--- config.mk ---
export PLATFORM = sky130hd
export DESIGN_NAME = bounded_distinct_value_set
export DESIGN_NICKNAME = d
export VERILOG_FILES = /design/src/rtl/bdvs_pkg.sv /design/src/rtl/bounded_distinct_value_set.sv /design/src/rtl/bdvs_ctrl.sv /design/src/rtl/bdvs_datapath.sv
export SDC_FILE = /design/constraint.sdc
export NUM_CORES = 1
export LEC_CHECK = 0
export BUFFER_PORTS_ARGS = -buffer_cell sky130_fd_sc_hd__buf_2
export CAP_MARGIN = 20
export CORE_MARGIN = 2
export CORE_UTILIZATION = 50
export DETAILED_ROUTE_END_ITERATION = 10
export PLACE_DENSITY = 0.69
export SLEW_MARGIN = 20
export SYNTH_ARGS = -nofsm -noshare
export SYNTH_HDL_FRONTEND = slang
export SYNTH_HIERARCHICAL = 1
export SYNTH_SLANG_ARGS = --single-unit
--- constraint.sdc ---
create_clock -name i_clk -period 4.35 [get_ports i_clk]
set_input_delay 0.6525 -clock i_clk [delete_from_list [all_inputs] [get_ports i_clk]]
set_output_delay 0.6525 -clock i_clk [all_outputs]
set_load 0.1 [all_outputs]
--- src/rtl/bdvs_pkg.sv ---
// shared types and constants for the bounded distinct value set
// request codes and the command and status groups between controller and datapath
package bdvs_pkg;

    localparam logic [1:0] REQ_ADD   = 2'd0;
    localparam logic [1:0] REQ_DEL   = 2'd1;
    localparam logic [1:0] REQ_QUERY = 2'd2;

    // commands from controller to datapath
    typedef struct packed {
        logic accept;
        logic scan_en;
        logic shift_init;
        logic shift_en;
        logic commit;
    } t_cmd;

    // status from datapath to controller
    typedef struct packed {
        logic scan_done;
        logic shift_done;
        logic del_hit;
        logic out_free;
    } t_status;

endpackage

--- src/rtl/bounded_distinct_value_set.sv ---
// bounded distinct value set: a lookup waits on the one-entry-per-cycle scan of the
// single-read-port entry memory, which stops at the first match; a delete that hits shifts
// later entries through the same port before it answers. one request at a time; the next
// transfer in is taken in the cycle after the result is registered, even while it waits.
// synchronous active-low reset clears count and handshake state, not the entry memory
module bounded_distinct_value_set
    import bdvs_pkg::*;
#(
    parameter int CAPACITY   = 16,
    parameter int VALUE_BITS = 8
) (
    input  logic                  i_clk,
    input  logic                  i_rst_n,
    // request channel
    input  logic                  i_in_valid,
    output logic                  o_in_stall,
    input  logic [1:0]            i_req_type,
    input  logic [VALUE_BITS-1:0] i_value,
    // result channel
    output logic                  o_out_valid,
    input  logic                  i_out_stall,
    output logic                  o_was_present,
    output logic [4:0]            o_entry_count,
    output logic                  o_overflow
);

    // command and status groups between sequencer and datapath
    t_cmd    w_cmd;
    t_status w_status;

    // sequencer: idle, scan, shift on a delete hit, then hand the result over
    bdvs_ctrl u_ctrl (
        .i_clk      (i_clk),
        .i_rst_n    (i_rst_n),
        .i_in_valid (i_in_valid),
        .i_status   (w_status),
        .o_cmd      (w_cmd),
        .o_in_stall (o_in_stall)
    );

    // entries live in insertion order below the count; scan compares one per cycle
    bdvs_datapath #(
        .CAPACITY   (CAPACITY),
        .VALUE_BITS (VALUE_BITS)
    ) u_datapath (
        .i_clk         (i_clk),
        .i_rst_n       (i_rst_n),
        .i_cmd         (w_cmd),
        .o_status      (w_status),
        .i_req_type    (i_req_type),
        .i_value       (i_value),
        .i_out_stall   (i_out_stall),
        .o_out_valid   (o_out_valid),
        .o_was_present (o_was_present),
        .o_entry_count (o_entry_count),
        .o_overflow    (o_overflow)
    );

endmodule

--- src/rtl/bdvs_ctrl.sv ---
// sequencing state machine for the bounded distinct value set
// depends on bdvs_pkg for the command and status structs
module bdvs_ctrl
    import bdvs_pkg::*;
(
    input  logic    i_clk,
    input  logic    i_rst_n,
    input  logic    i_in_valid,
    input  t_status i_status,
    output t_cmd    o_cmd,
    output logic    o_in_stall
);

    typedef enum logic [1:0] {
        ST_IDLE,
        ST_SCAN,
        ST_SHIFT,
        ST_FINISH
    } t_state;

    t_state r_state, n_state;
    logic   r_in_stall;

    always_comb begin
        n_state = r_state;
        o_cmd   = '0;
        case (r_state)
            ST_IDLE: begin
                if (i_in_valid) begin
                    o_cmd.accept = 1'b1;
                    n_state      = ST_SCAN;
                end
            end
            ST_SCAN: begin
                if (i_status.scan_done) begin
                    if (i_status.del_hit) begin
                        o_cmd.shift_init = 1'b1;
                        n_state          = ST_SHIFT;
                    end else begin
                        n_state = ST_FINISH;
                    end
                end else begin
                    o_cmd.scan_en = 1'b1;
                end
            end
            ST_SHIFT: begin
                if (i_status.shift_done) begin
                    n_state = ST_FINISH;
                end else begin
                    o_cmd.shift_en = 1'b1;
                end
            end
            ST_FINISH: begin
                // wait until the result register can take the result
                if (i_status.out_free) begin
                    o_cmd.commit = 1'b1;
                    n_state      = ST_IDLE;
                end
            end
            default: begin
                n_state = ST_IDLE;
            end
        endcase
    end

    always_ff @(posedge i_clk) begin
        if (!i_rst_n) begin
            r_state    <= ST_IDLE;
            r_in_stall <= 1'b0;
        end else begin
            r_state    <= n_state;
            r_in_stall <= (n_state != ST_IDLE);
        end
    end

    assign o_in_stall = r_in_stall;

endmodule

--- src/rtl/bdvs_datapath.sv ---
// entry memory, count, scan and shift pointers and result register
// depends on bdvs_pkg for request codes and the command and status structs
module bdvs_datapath
    import bdvs_pkg::*;
#(
    parameter int CAPACITY   = 16,
    parameter int VALUE_BITS = 8
) (
    input  logic                  i_clk,
    input  logic                  i_rst_n,
    input  t_cmd                  i_cmd,
    output t_status               o_status,
    input  logic [1:0]            i_req_type,
    input  logic [VALUE_BITS-1:0] i_value,
    input  logic                  i_out_stall,
    output logic                  o_out_valid,
    output logic                  o_was_present,
    output logic [4:0]            o_entry_count,
    output logic                  o_overflow
);

    localparam int CW = $clog2(CAPACITY + 1);
    localparam int IW = $clog2(CAPACITY);
    localparam logic [CW-1:0] CAP_C = CW'(CAPACITY);
    localparam logic [CW-1:0] ONE_C = CW'(1);

    logic [VALUE_BITS-1:0] r_mem [CAPACITY];
    logic [VALUE_BITS-1:0] r_rdata;

    logic [1:0]            r_op;
    logic [VALUE_BITS-1:0] r_val;
    logic [CW-1:0]         r_cnt, n_cnt;
    logic [CW-1:0]         r_idx;
    logic [CW-1:0]         r_wptr;
    logic                  r_pv;
    logic                  r_hit;

    logic                  r_o_valid;
    logic                  r_o_present;
    logic [4:0]            r_o_count;
    logic                  r_o_ovf;

    logic                  w_more;
    logic                  w_rd_en;
    logic                  w_match;
    logic                  w_sh_wr;
    logic                  w_add_wr;
    logic                  w_is_add;
    logic                  w_is_del;
    logic                  w_ovf;
    logic                  w_out_free;
    logic [CW+4:0]         w_cnt_ext;

    assign w_more   = (r_idx < r_cnt);
    assign w_rd_en  = (i_cmd.scan_en && !r_hit && w_more) || (i_cmd.shift_en && w_more);
    assign w_match  = i_cmd.scan_en && r_pv && !r_hit && (r_rdata == r_val);
    assign w_sh_wr  = i_cmd.shift_en && r_pv;
    assign w_is_add = (r_op == REQ_ADD);
    assign w_is_del = (r_op == REQ_DEL);
    assign w_ovf    = w_is_add && !r_hit && (r_cnt >= CAP_C);
    assign w_add_wr = i_cmd.commit && w_is_add && !r_hit && (r_cnt < CAP_C);
    assign w_out_free = !r_o_valid || !i_out_stall;

    always_comb begin
        n_cnt = r_cnt;
        if (w_add_wr) begin
            n_cnt = r_cnt + ONE_C;
        end else if (w_is_del && r_hit) begin
            n_cnt = r_cnt - ONE_C;
        end
    end

    assign w_cnt_ext = {5'b0, n_cnt};

    // single write port shared by the delete shift and the add append
    always_ff @(posedge i_clk) begin
        if (w_sh_wr) begin
            r_mem[r_wptr[IW-1:0]] <= r_rdata;
        end else if (w_add_wr) begin
            r_mem[r_cnt[IW-1:0]] <= r_val;
        end
        if (w_rd_en) begin
            r_rdata <= r_mem[r_idx[IW-1:0]];
        end
    end

    always_ff @(posedge i_clk) begin
        if (i_cmd.accept) begin
            r_op  <= i_req_type;
            r_val <= i_value;
        end
        // slot of the match, then the shift write pointer
        if (w_match) begin
            r_wptr <= r_idx - ONE_C;
        end else if (w_sh_wr) begin
            r_wptr <= r_wptr + ONE_C;
        end
        if (i_cmd.accept) begin
            r_idx <= '0;
        end else if (i_cmd.shift_init) begin
            r_idx <= r_wptr + ONE_C;
        end else if (w_rd_en) begin
            r_idx <= r_idx + ONE_C;
        end
        if (i_cmd.commit) begin
            r_o_present <= r_hit;
            r_o_count   <= w_cnt_ext[4:0];
            r_o_ovf     <= w_ovf;
        end
    end

    always_ff @(posedge i_clk) begin
        if (!i_rst_n) begin
            r_cnt     <= '0;
            r_pv      <= 1'b0;
            r_hit     <= 1'b0;
            r_o_valid <= 1'b0;
        end else begin
            if (i_cmd.commit) begin
                r_cnt <= n_cnt;
            end
            if (i_cmd.accept || i_cmd.shift_init) begin
                r_pv <= 1'b0;
            end else if (i_cmd.scan_en || i_cmd.shift_en) begin
                r_pv <= w_rd_en;
            end
            if (i_cmd.accept) begin
                r_hit <= 1'b0;
            end else if (w_match) begin
                r_hit <= 1'b1;
            end
            if (i_cmd.commit) begin
                r_o_valid <= 1'b1;
            end else if (!i_out_stall) begin
                r_o_valid <= 1'b0;
            end
        end
    end

    assign o_status.scan_done  = r_hit || (!r_pv && !w_more);
    assign o_status.shift_done = !r_pv && !w_more;
    assign o_status.del_hit    = w_is_del && r_hit;
    assign o_status.out_free   = w_out_free;

    assign o_out_valid   = r_o_valid;
    assign o_was_present = r_o_present;
    assign o_entry_count = r_o_count;
    assign o_overflow    = r_o_ovf;

endmodule

==> results of run 1 <==
==> synthesized netlist by cell type (2+ instances only) <==
master    number
a211oi_1      10
a21boi_0       2
a21oi_1       23
a31oi_1        5
a41oi_1        4
and2_1        12
buf_2          4
buf_4          5
buf_6          3
clkbuf_1      10
dfxtp_1       16
edfxtp_1     158
ha_1           9
inv_1         12
mux2_2         8
mux2i_1       10
mux4_2        32
nand2_1       17
nand2b_1       4
nand3_1        3
nand4_1        3
nor2_1        34
nor3_1         5
nor3b_1        6
nor4_1         3
o211ai_1       2
o21a_1         3
o21ai_0        7
o21ai_1        3
xnor2_1       11
xor2_1        13
==> layer usage <==
metal	GRT usage [%]	up-vias	part of all wire, %	wire length [um]
li1	-	1853	-	-
met1	27.92	2097	44	6611
met2	31.09	132	49	7338
met3	4.545	19	5.5	832
met4	7.822	0	1.6	241
met5	0	-	0	0
==> cell usage in the layout, fill, tap and decap left out, drive strengths merged, types with 3 or more instances in the layout <==
cell    count
edfxtp    158
nand2      17
xor2       13
o21ai      11
a21boi      3
inv        16
buf        36
nand3       3
nor4        3
xnor2      11
a211oi     10
o21a        3
clkbuf     17
nand2b      4
a31oi       5
a41oi       4
ha          9
nor3b       6
a21oi      23
nand4       3
nor2       34
mux2i      10
clkinv      7
nor3        5
mux2        8
dfxtp      16
mux4       32
and2       12
==> metrics by stage <==
stage          cell area (um2)  util [%]
3_5_place_dp              7751     53.33
4_1_cts                   8335     57.35
6_report                  8335     57.35
2_1_floorplan             7433         -
3_3_place_gp              7751     53.33
5_1_grt                   8335     57.35
==> flip-flops by register name (all words and copies together), names as in the netlist, 2 cells and up <==
register and flops:
u_datapath/r_rdata 8, u_ctrl/r_state 2, u_datapath/r_idx 5, u_datapath/o_entry_count 5
u_datapath/r_cnt 5, u_datapath/r_wptr 5, u_datapath/r_op 2, u_datapath/r_mem 128
u_datapath/r_val 8
==> critical path, stage by stage, from the launching register on <==
cell	delay, ns
dfxtp_1	0.53
inv_1	0.18
ha_1	0.34
a21oi_1	0.12
o21ai_1	0.14
a21o_1	0.24
a21oi_1	0.21
nor2_1	0.10
nor3b_1	0.20
buf_4	0.16
nand2_1	0.08
and3_1	0.28
nor3b_1	0.24
a31oi_1	0.13
nor2_1	0.65
==> worst paths after layout <==
kind / from / cells past startpoint / slack (ns) / endpoint
worst min register to register: u_datapath/o_out_valid / 2 / 0.54 / u_datapath/o_out_valid
worst min-delay path: i_value[4] / 1 / 0.40 / u_datapath/r_val[4]
worst max register to register: u_datapath/r_cnt[2] / 14 / 0.37 / u_datapath/r_mem[1][6]
worst max-delay path: u_datapath/r_cnt[2] / 14 / 0.37 / u_datapath/r_mem[1][6]
==> cell type report <==
type / instances / area, um2
inverters: 12 / 45.04
repair buffers: 36 / 215.2
fillers: 1116 / 6198
clock buffers: 17 / 425.4
multi-input cells: 248 / 2195
flip-flops and latches: 174 / 5066
clock inverters: 15 / 158.9
well taps: 184 / 230.2
==> cell families (layout without fill, tap and decap cells) <==
group           Yosys count  count (layout)  share of synthesized area (%)
buf+inv                  35              80                          2.407
simple gates             96              96                          6.665
xor+xnor                 24              24                          2.828
fa+ha+maj                 9               9                          1.515
flops                   174             174                          68.14
mux                      50              50                          12.25
compound gates           69              69                          6.194
==> power by group <==
group / internal, W / total [W] / switching (W)
clock network: 0.000851 / 0.00149 / 0.000635
registers: 0.00183 / 0.00185 / 0.0000203
logic: 0.0000342 / 0.000131 / 0.0000965
==> results.ini, run 1 <==
[run_status]
status=complete, no violations

[synth]
synth_top_area_share_pct=63.83
synth_enable_flop_cells=158
synthCells=457
synth_area_um2=7433
yosysSeqAreaShare_pct=68.14
synth_area_leader_cell=edfxtp_1
async_flop_share_pct=0
ys_warn_count=6
syn_nets=480
synthFlopType=edfxtp_1
avgSynthCellArea_um2=16.27
synthDistinctLibCells=51
synth_seq_cells=174
synth_area_leaders=edfxtp_1 (64%), mux4_2 (9.7%), dfxtp_1 (4.3%)

[floorplan]
start_util_pct=51.14
core_area_um2=14530
die_height_um=125.9
die_x_um=125.9
die_area_um2=15860
design.portCount=23
rows=44

[global_route]
grt_pass1_wl_mm=23.42
grt_usage_pct=20.04
grt_pass1_vias=4034
globalRouteOverflowTotal=0
grt_max_degree=37
antenna_found_initial=0

[clock_tree]
tritoncts=done
ctsHoldBuffers=0
cts-buffers-inserted=17
htreeDepth=4
cts_sinks=174
cts_setup_buffers=0
insertion_delay_ns=0.43
clk_path_buf_depth=2
ctsResizeCount=0
cts_root_buffer=clkbuf_16
clkSlewWorstSetupHoldPaths_ns=0.07

[placed_design]
io_buffers=22
place_ws_ns=0.4721
gp_congestion=0.8474
dpl.hpwl_mm=9.906
place_inst=654

[worst_setup_path]
critPathKind=reg2reg
required_ns=4.41
critPathMaxFanout=10
cp-start-kind=register
end_kind=register
worstPathArrival_ns=4.04

[routing]
vias_per_cell=5.978
antenna_left=0
vias=4101
drt-initial-drc-count=453
dr.pass1.iters=5
routedWlPerCell_um=21.90
drc=0
drt-total-wl_mm=15.02

[cells_and_area]
area_growth_pct=12.14
layout.cells.non_filler=686
antenna-diode-count=0
finalNetCount=512
drive_gt1_share_pct=22.91

[sta]
min_period_ns=3.982
finClkSkew_ns=0.01286
rsz0062_at_grt=no
maxSlewViolCount=0
setup_tns_ns=0
setup_violations=0
finalCritPeriodShare_pct=91.55
worst_slew_pin_slew_ns=0.7901
hold_viol_final=0
max-slew-margin-rel_pct=47.14
hold-worst-slack_ns=0.3968
layout_setup_ws_ns=0.3676
max_clock_freq_ghz=0.2511

[power]
p_leak_nw=2.664
ir_worst_vdd_uv=284.8
power_w=0.003469
p_per_area_nw_per_um2=416.2

[min_path]
worst_hold_path_type=in2reg

[run]
maxCapViolations=0

Note: power is estimated with default switching activity, not from simulation.
==> run 2: changes to the inputs <==
--- a/config.mk
+++ b/config.mk
@@ -8,9 +8,9 @@
 export BUFFER_PORTS_ARGS = -buffer_cell sky130_fd_sc_hd__buf_2
 export CAP_MARGIN = 20
 export CORE_MARGIN = 2
-export CORE_UTILIZATION = 50
+export CORE_UTILIZATION = 30
 export DETAILED_ROUTE_END_ITERATION = 10
-export PLACE_DENSITY = 0.69
+export PLACE_DENSITY = 0.47
 export SLEW_MARGIN = 20
 export SYNTH_ARGS = -nofsm -noshare
 export SYNTH_HDL_FRONTEND = slang
==> results.ini, run 2 (synthesized netlist as in run 1, its figures left out) <==
[run_status]
status=complete, no violations

[floorplan]
start_util_pct=30.57
die_area_um2=26050
die_height_um=161.4
rows=57
design.portCount=23
die_x_um=161.4
core_area_um2=24320

[sta]
hold_viol_final=0
setup_violations=0
layout_setup_ws_ns=0.4656
finClkSkew_ns=0.008900
worst_slew_pin_slew_ns=0.9102
maxSlewViolCount=0
rsz0062_at_grt=no
min_period_ns=3.884
max-slew-margin-rel_pct=39.10
finalCritPeriodShare_pct=89.30
setup_tns_ns=0
max_clock_freq_ghz=0.2574

[placed_design]
place_inst=791
dpl.hpwl_mm=10.76
gp_congestion=0.7964
io_buffers=22
place_ws_ns=0.4481

[routing]
drt-total-wl_mm=16.08
antenna_left=0
top_layer=met4
dr.pass1.iters=6
drt-initial-drc-count=247
dr_wl_met2_mm=7.988
vias_per_cell=4.874
drc=0
wl_met3_um=595
vias=4011
wl_met1_mm=7.405
routedWlPerCell_um=19.54

[worst_setup_path]
cp-start-kind=register
cp_top_family=simple AND/OR/NAND/NOR gates
critPathMaxFanout=10
cp_slowest_cell=nor2_1
required_ns=4.39
cp_cell_sequence=inv_1 > ha_1 > a21oi_1 > o21ai_1 > a21o_1 > a21oi_1 > nor2_1 > nor3b_1 > nand2_1 > and3_1 > nor3b_1 > a31oi_1 > nor2_1
cp_slowest_stage_delay_ns=0.71
worstPathArrival_ns=3.93
critPathKind=reg2reg
end_kind=register
path_buf_inv=1

[power]
p_leak_nw=2.669
power_w=0.003575
ir_worst_vdd_uv=229.5
p_per_area_nw_per_um2=418.9

[cells_and_area]
layout_commonest_cell=edfxtp_1
final_cell_mix=edfxtp_1 (158), nor2_1 (33), mux4_2 (32)
fillers=2295
area_growth_pct=14.80
finalNetCount=509
drive_gt1_share_pct=22.44
layout.cells.non_filler=823
largest_reg_flops=128
antenna-diode-count=0

[clock_tree]
insertion_delay_ns=0.42
cts-buffers-inserted=17
htreeDepth=4
clkSlewWorstSetupHoldPaths_ns=0.07
tritoncts=done
clk_path_buf_depth=2
cts_root_buffer=clkbuf_16
cts_setup_buffers=0
cts_sinks=174

[global_route]
grt_max_degree=37
grt_usage_pct=12.91
globalRouteOverflowTotal=0
grt_pass1_vias=4064
grt_pass1_wl_mm=24.88
antenna_found_initial=0

[min_path]
worst_hold_path_type=in2reg

[run]
maxCapViolations=0

==> run 2: changes by cell type in the layout (fill, tap and decap cells not counted), moves of 2 or more <==
cell      delta
inv_8        +4
buf_4        -3
clkinv_4     -3
clkinv_2     -2
==> run 2: stage by stage <==
step           instance area [um2]  hold WS [ns]  utilization, %
2_1_floorplan                 7433        0.5068               -
3_3_place_gp                  7904        0.5702           32.50
3_5_place_dp                  7904        0.5697           32.50
4_1_cts                       8531        0.3906           35.08
5_1_grt                       8533        0.3842           35.09
6_report                      8533        0.4124           35.09
==> run 2: power by group <==
group | switching (W) | leakage (nW) | internal [W]
Clock | 0.000664 | 0.304 | 0.000927
Sequential | 0.0000189 | 1.56 | 0.00183
Combinational | 0.0000985 | 0.808 | 0.0000342
==> run 2: cell type report <==
type | instances | area, um2 | share of cell area [%]
clock buffer | 17 | 425.4 | 4.985
clock inverter | 15 | 201.4 | 2.361
inverter | 12 | 45.04 | 0.5279
multi-input combinational | 248 | 2197 | 25.75
sequential | 174 | 5066 | 59.37
tap | 324 | 405.4 | 4.751
timing repair buffer | 33 | 192.7 | 2.258
==> run 2: worst paths after layout <==
kind | slack (ns) | cells past startpoint | start | end
setup / recovery | 0.47 | 13 | u_datapath/r_cnt[2] | u_datapath/r_mem[2][2]
hold / removal | 0.41 | 1 | i_value[3] | u_datapath/r_val[3]
setup reg to reg | 0.47 | 13 | u_datapath/r_cnt[2] | u_datapath/r_mem[2][2]
hold reg to reg | 0.57 | 2 | u_datapath/o_out_valid | u_datapath/o_out_valid
==> run 2: routing by layer <==
layer / track usage (%) / vias to the layer above
met4: 2.597 / 0
met2: 21.41 / 63
met5: 0 / -
li1: - / 1836
met1: 17.19 / 2107
met3: 3.390 / 5
==> run 2: timing repair <==
item,4_1_cts,5_1_grt
hold endpoints to repair,0,0
setup endpoints to repair,0,5
hold buffers,0,0
gates resized for setup,0,1
==> run 3: changes to the inputs <==
--- a/config.mk
+++ b/config.mk
@@ -8,9 +8,9 @@
 export BUFFER_PORTS_ARGS = -buffer_cell sky130_fd_sc_hd__buf_2
 export CAP_MARGIN = 20
 export CORE_MARGIN = 2
-export CORE_UTILIZATION = 30
+export CORE_UTILIZATION = 40
 export DETAILED_ROUTE_END_ITERATION = 10
-export PLACE_DENSITY = 0.47
+export PLACE_DENSITY = 0.58
 export SLEW_MARGIN = 20
 export SYNTH_ARGS = -nofsm -noshare
 export SYNTH_HDL_FRONTEND = slang
==> results.ini, run 3 (synthesized netlist as in run 1, its figures left out) <==
[worst_setup_path]
rr_worst_depth=13
critPathMaxFanout=10
cp_slowest_cell=nor2_1
cp_slowest_stage_delay_ns=0.66
worstPathArrival_ns=3.97
path_depth=13
critPathKind=reg2reg
end_kind=register
required_ns=4.40
cp-start-kind=register
cp_cell_sequence=inv_1 > ha_1 > a21oi_1 > o21ai_1 > a21o_1 > a21oi_1 > nor2_1 > nor3b_1 > nand2_1 > and3_1 > nor3b_1 > a31oi_1 > nor2_1
cp_top_family=simple AND/OR/NAND/NOR gates
path_buf_inv=1

[sta]
layout_setup_ws_ns=0.4320
min_period_ns=3.918
worst_slew_pin_slew_ns=0.7966
hold_viol_final=0
setup_tns_ns=0
finClkSkew_ns=0.01192
setup_violations=0
max_clock_freq_ghz=0.2552
hold-worst-slack_ns=0.3995
rsz0062_at_grt=no
maxSlewViolCount=0
max-slew-margin-rel_pct=46.70
finalCritPeriodShare_pct=90.07

[clock_tree]
clk_path_buf_depth=2
clkSlewWorstSetupHoldPaths_ns=0.07
insertion_delay_ns=0.42
cts_setup_buffers=0
cts_sinks=174
ctsHoldBuffers=0
cts_root_buffer=clkbuf_16
cts-buffers-inserted=17
tritoncts=done
htreeDepth=4
ctsResizeCount=0

[cells_and_area]
area_growth_pct=12.66
layout.cells.non_filler=730
finalNetCount=511
layout_commonest_cell=edfxtp_1
antenna-diode-count=0
final_cell_mix=edfxtp_1 (158), nor2_1 (34), mux4_2 (32)
fin_util_pct=46.30
largest_reg_flops=128
drive_gt1_share_pct=22.55
multiInputGateArea_um2=2195
fillers=1545
seqCellArea_um2=5066

[routing]
drt-total-wl_mm=15.41
routedWlPerCell_um=21.11
vias_per_cell=5.463
drt-initial-drc-count=218
drc=0
vias=3988
antenna_left=0
dr.pass1.iters=4

[floorplan]
start_util_pct=41.10
die_area_um2=19690
die_x_um=140.3
core_area_um2=18090
rows=49
design.portCount=23
die_height_um=140.3

[placed_design]
dpl.hpwl_mm=10.15
io_buffers=22
place_ws_ns=0.4830
gp_congestion=0.8162
place_inst=698

[global_route]
grt_util_met1_pct=22.33
grt_max_degree=37
grt_pass1_vias=4033
grt_pass1_wl_mm=23.76
top_usage_layer=met2
antenna_found_initial=0
globalRouteOverflowTotal=0
grt_usage_pct=16.36
use_met3_pct=3.350
use_met2_pct=26.34

[run]
maxCapViolations=0

[min_path]
hold_depth=1
worst_hold_path_type=in2reg

[power]
ir_worst_vdd_uv=270.0
p_per_area_nw_per_um2=413.7
p_leak_nw=2.656

[run_status]
status=complete, no violations

run 3: report_power, final:
group	switching [W]	total [W]	internal [W]	leakage [nW]
combinational	0.0000978	0.000132	0.0000342	0.819
sequential	0.0000208	0.00185	0.00183	1.56
clock	0.000630	0.00148	0.000849	0.279
run 3: worst paths after layout:
kind | startpoint | slack, ns | to
min | i_req_type[0] | 0.40 | u_datapath/r_op[0]
max | u_datapath/r_cnt[2] | 0.43 | u_datapath/r_mem[1][5]
min reg2reg | u_datapath/o_out_valid | 0.56 | u_datapath/o_out_valid
max reg2reg | u_datapath/r_cnt[2] | 0.43 | u_datapath/r_mem[1][5]
run 3: metrics by stage:
| step | cell area (um2) | power, W |
|---|---|---|
| after global routing | 8374 | 0.003567 |
| after detailed placement | 7800 | 0.002022 |
| after global placement | 7800 | 0.002021 |
| after floorplan | 7433 | 0.001985 |
| final | 8374 | 0.003465 |
| after CTS | 8374 | 0.003496 |
run 3: metal layers:
layer	up-vias	share of wire, %
met1	2043	46
met5	-	0
met3	18	3.8
met2	75	49
li1	1852	-
met4	0	1.7
run 3: cell type report:
| type | count | area share [%] |
|---|---|---|
| timing repair buffer | 35 | 2.480 |
| tap | 229 | 3.421 |
| multi-input combinational | 248 | 26.21 |
| clock buffer | 19 | 5.170 |
| clock inverter | 13 | 1.688 |
| inverter | 12 | 0.5379 |
| sequential | 174 | 60.50 |
